--- src/sv/s2x_pkg.sv ---
// ----------------------------------------------------------------------------
// s2x_pkg
// Shared constants and transfer types of the pixel upscaler.
// ----------------------------------------------------------------------------
package s2x_pkg;

  localparam int MaxLine = 1024;
  localparam int MaxRows = 1024;

  localparam int ColW    = $clog2(MaxLine);
  localparam int RowW    = $clog2(MaxRows);
  localparam int LenW    = $clog2(MaxLine + 1);
  localparam int RowLenW = $clog2(MaxRows + 1);

  localparam int PixW   = 32;
  localparam int CoordW = 10;
  localparam int DimW   = 11;
  localparam int ModeW  = 2;
  localparam int CfgIdxW = 2;

  localparam logic [CfgIdxW-1:0] CfgScaleMode   = 2'd0;
  localparam logic [CfgIdxW-1:0] CfgLineWidth   = 2'd1;
  localparam logic [CfgIdxW-1:0] CfgFrameHeight = 2'd2;

  localparam logic [ModeW-1:0] ModeCopy = 2'd0;
  localparam logic [ModeW-1:0] Mode2x   = 2'd1;

  localparam logic [DimW-1:0] LineWidthReset   = 11'd256;
  localparam logic [DimW-1:0] FrameHeightReset = 11'd192;

  localparam logic KindPixel = 1'b0;
  localparam logic KindFlush = 1'b1;

  typedef struct packed {
    logic            kind;
    logic [PixW-1:0] pixel;
  } in_item_t;

  typedef struct packed {
    logic [CoordW-1:0] src_x;
    logic [CoordW-1:0] src_y;
    logic [PixW-1:0]   top_left;
    logic [PixW-1:0]   top_right;
    logic [PixW-1:0]   bottom_left;
    logic [PixW-1:0]   bottom_right;
    logic [PixW-1:0]   center;
    logic              frame_end;
  } out_item_t;

  typedef struct packed {
    logic [PixW-1:0] b;
    logic [PixW-1:0] d;
    logic [PixW-1:0] e;
    logic [PixW-1:0] f;
    logic [PixW-1:0] h;
  } nbr_t;

  typedef struct packed {
    logic [PixW-1:0] e0;
    logic [PixW-1:0] e1;
    logic [PixW-1:0] e2;
    logic [PixW-1:0] e3;
  } corners_t;

endpackage

--- src/sv/s2x_corners.sv ---
// ----------------------------------------------------------------------------
// s2x_corners
// Scale2x corner selection from the five neighbours of a source pixel, or copy of the centre.
// ----------------------------------------------------------------------------
module s2x_corners (
  input  s2x_pkg::nbr_t     nbr_i,
  input  logic              copy_i,
  output s2x_pkg::corners_t corners_o
);

  logic db, bf, dh, hf;

  assign db = (nbr_i.d == nbr_i.b);
  assign bf = (nbr_i.b == nbr_i.f);
  assign dh = (nbr_i.d == nbr_i.h);
  assign hf = (nbr_i.h == nbr_i.f);

  always_comb begin
    corners_o.e0 = nbr_i.e;
    corners_o.e1 = nbr_i.e;
    corners_o.e2 = nbr_i.e;
    corners_o.e3 = nbr_i.e;
    if (!copy_i) begin
      if (db && !bf && !dh) corners_o.e0 = nbr_i.d;
      if (bf && !db && !hf) corners_o.e1 = nbr_i.f;
      if (dh && !db && !hf) corners_o.e2 = nbr_i.d;
      if (hf && !dh && !bf) corners_o.e3 = nbr_i.f;
    end
  end

endmodule
--- config.mk ---
export PLATFORM = sky130hd
export DESIGN_NAME = s2x_corners
export DESIGN_NICKNAME = d
export VERILOG_FILES = /design/src/sv/s2x_pkg.sv /design/src/sv/s2x_corners.sv
export SDC_FILE = /design/constraint.sdc
export NUM_CORES = 1
export LEC_CHECK = 0
export ABC_AREA = 1
export BUFFER_PORTS_ARGS = -buffer_cell sky130_fd_sc_hd__buf_2
export CAP_MARGIN = 0
export CORE_MARGIN = 2
export CORE_UTILIZATION = 35
export DETAILED_ROUTE_END_ITERATION = 10
export PLACE_DENSITY = 0.65
export SETUP_SLACK_MARGIN = 0.02
export SYNTH_ARGS = -nofsm -noshare
export SYNTH_HDL_FRONTEND = slang
export SYNTH_SLANG_ARGS = --single-unit
--- constraint.sdc ---
create_clock -name vclk -period 3.88
set_input_delay 0.388 -clock vclk [all_inputs]
set_output_delay 0.388 -clock vclk [all_outputs]
set_load 0.02 [all_outputs]
# Word level (Yosys, flattened, before mapping)
# Index checks and enable logic that the tools add are counted.
# classes
eq_ne	4
muxes	5
reduce_logical	12
# ops
op	count
== test 32 bit	4
2-to-1 mux 128 bit	1
2-to-1 mux 32 bit	4
logical AND 1 bit	8
zero test 1 bit	4
# word_totals
register_bits	0
output_inout_bits	128
wordCells	21

# Logic depth before layout (Yosys ltp)
# logic_depth
word_depth	6
ltp_mapped	15
depth_no_buf	13

# Worst setup path after synthesis
# No wires, ideal clock.
# synth_path
path_kind	input-to-output
start	input port nbr_i[35] in the netlist's numbering
end	output port corners_o[10] in the netlist's numbering
arrival_ns	1.669
t_required_ns	3.492
path_slack_ns	1.823
cell_stages	11
path_cell_list	clkbuf_2 xnor2_1 nand2_1 nor2_1 nand2_1 nor2_1 nand2_1 nor2_2 buf_2 nand3_1 nand2_1
# synth_rtl
element	line_no	rtl
from (decl)	s2x_corners.sv:6	input s2x_pkg::nbr_t nbr_i,
to (decl)	s2x_corners.sv:8	output s2x_pkg::corners_t corners_o

==> impl_metrics.py <==
metrics = {
    "run_status": {
        "status": "finished clean",
    },
    "drt": {
        "drt-initial-drc-count": 515,
        "vias": 8519,
        "ant_nets": 0,
        "drtPass1Iterations": 6,
        "vias_per_cell": 4.82,
        "wl_per_cell_um": 14.8,
        "wirelength_um": 26100,
        "drc": 0,
    },
    "floorplan": {
        "ios": 289,
        "start_util_pct": 35.9,
        "row_count": 46,
        "die-area_um2": 17400,
        "die_w_um": 132,
        "core_um2": 15900,
        "dieHeight_um": 132,
    },
    "synthesis": {
        "yosys.area.top_type": "nand2_1",
        "synth_nets": 1474,
        "synth_most_common_cell": "nand2_1",
        "synthCells": 1313,
        "netlist_area_um2": 5720,
        "yosys.area.top_type_share_pct": 44.0,
        "synth_common_cells": "671 x nand2_1, 196 x inv_1, 131 x nand3_1",
        "synth_area_per_cell_um2": 4.36,
        "yosys-top-cells-area": "nand2_1 44%, inv_1 13%, nand3_1 11%, o21bai_1 8.4%, nor2_1 7.3%",
        "synth-warning-count": 0,
        "ys_seq_area_share_pct": 0,
        "yosysUniqueCellTypes": 20,
    },
    "setup_path": {
        "cp.arrival_ns": 2.61,
        "critPathMaxStageDelay_ns": 0.44,
        "path_max_fanout": 18,
        "timing.critical_path.mode_cell": "nand2_1",
        "cp-start-kind": "input port",
        "cpLargestDelayFamily": "simple AND/OR/NAND/NOR gates",
        "end_kind": "output port",
        "crit_type": "in2out",
        "crit_chain": "buf_2 -> xnor2_1 -> nand4_1 -> nor2_1 -> nand2_1 -> nor2_4 -> nor2_4 -> nand2_2 -> buf_4 -> nand2_1 -> nand2_1 -> buf_2",
        "path_buf_inv": 3,
        "slowest_stage": "nand2_2",
        "worst_ep_required_time_ns": 3.49,
    },
    "global_routing": {
        "grt_pass1_vias": 7871,
        "grt_max_degree": 45,
        "grt.overflow.total": 0,
        "antenna_found_initial": 0,
        "grt_pass1_wl_um": 40300,
        "grt_usage_pct": 28.2,
    },
    "finish": {
        "area_growth_pct": 27.0,
        "seq_area_um2": 0,
        "nClkBuffers": 0,
        "seq_cells": 0,
        "nets": 1713,
        "antennaDiodeCount": 0,
        "drive_gt1_share_pct": 20.5,
        "fin_util_pct": 45.6,
        "n_fill_cell": 1883,
    },
    "sta": {
        "slew_headroom_pct": 49.7,
        "rsz0062_at_grt": "no",
        "setup_viol": 0,
        "final.setup.tns_ns": 0,
        "worst_pin_slew_ns": 0.753,
        "period_share_pct": 77.3,
        "fmax_mhz": 334,
        "hold_violations": 0,
        "finalMaxSlewViolations": 0,
        "min_period_ns": 3.00,
    },
    "placement": {
        "port_buffers": 289,
        "dp_hpwl_um": 20900,
        "gp_congestion": 0.933,
    },
    "flow_run": {
        "drv_cap": 0,
    },
    "hold_path": {
        "hp-class": "in2out",
    },
    "power": {
        "vdd_drop_max_mv": 0.0462,
        "powerDensity_nw_per_um2": 103,
        "cellLeakagePower_nw": 4.79,
    },
    "cts": {
        "postCtsSetupRepairBufs": 0,
        "cts_resized": 0,
        "cts_hold_buf": 0,
    },
}
-- through the flow --
stage          power, mW  hold slack [ns]  instances  worst slack, ns  instance area, um^2
6_report           0.746             1.12       1766            0.882                 7270
5_1_grt            0.830             1.13       1766            0.682                 7270
4_1_cts            0.743             1.12       1766            0.911                 7270
3_5_place_dp       0.740             1.12       1766            0.916                 7270
3_3_place_gp       0.732             1.11       1766            0.907                 7270
2_1_floorplan      0.450            0.945       1313             1.82                 5720
-- power breakdown --
group	total, mW	internal [mW]	switching (mW)
sequential	0	0	0
clock	0	0	0
combinational	0.746	0.266	0.480
-- routing by layer --
metal  wire length [um]  global-route usage (%)  vias up
li1                   -                       -     4367
met1              11200                    36.7     3721
met2              12300                    50.3      387
met3               2070                    2.73       44
met4                581                    6.28        0
met5                  0                       0        -
-- placed cells by master, fill, tap and decap left out --
cell	instances
nand2_1	670
buf_2	289
inv_1	196
nand3_1	129
nor2_1	111
o21bai_1	64
xnor2_1	34
xor2_1	19
buf_4	10
nand4_1	6
inv_2	6
nor2_4	5
nand2_2	3
nand3_2	2
buf_12	2
and2_1	1
and2_0	1
a21oi_1	1
o21ai_0	1
-- final cells by class --
class              count  area (um^2)  share of cell area, %
inverters            202          758                   10.4
multi-input cells   1047         4680                   64.4
well taps            216          270                   3.72
repair buffers       301         1560                   21.5
-- worst paths after layout --
check | to | depth (start not counted) | slack [ns] | from
max | corners_o[101] | 12 | 0.88 | nbr_i[56]
min | corners_o[17] | 4 | 1.12 | nbr_i[81]
-- logic make-up after synthesis --
logic type      Yosys count  share of synthesized area [%]
xor+xnor                 53                           8.11
compound gates           66                           8.57
buf+inv                 266                           18.8
simple gates            928                           64.5
Note: power is estimated with default switching activity, not from simulation.
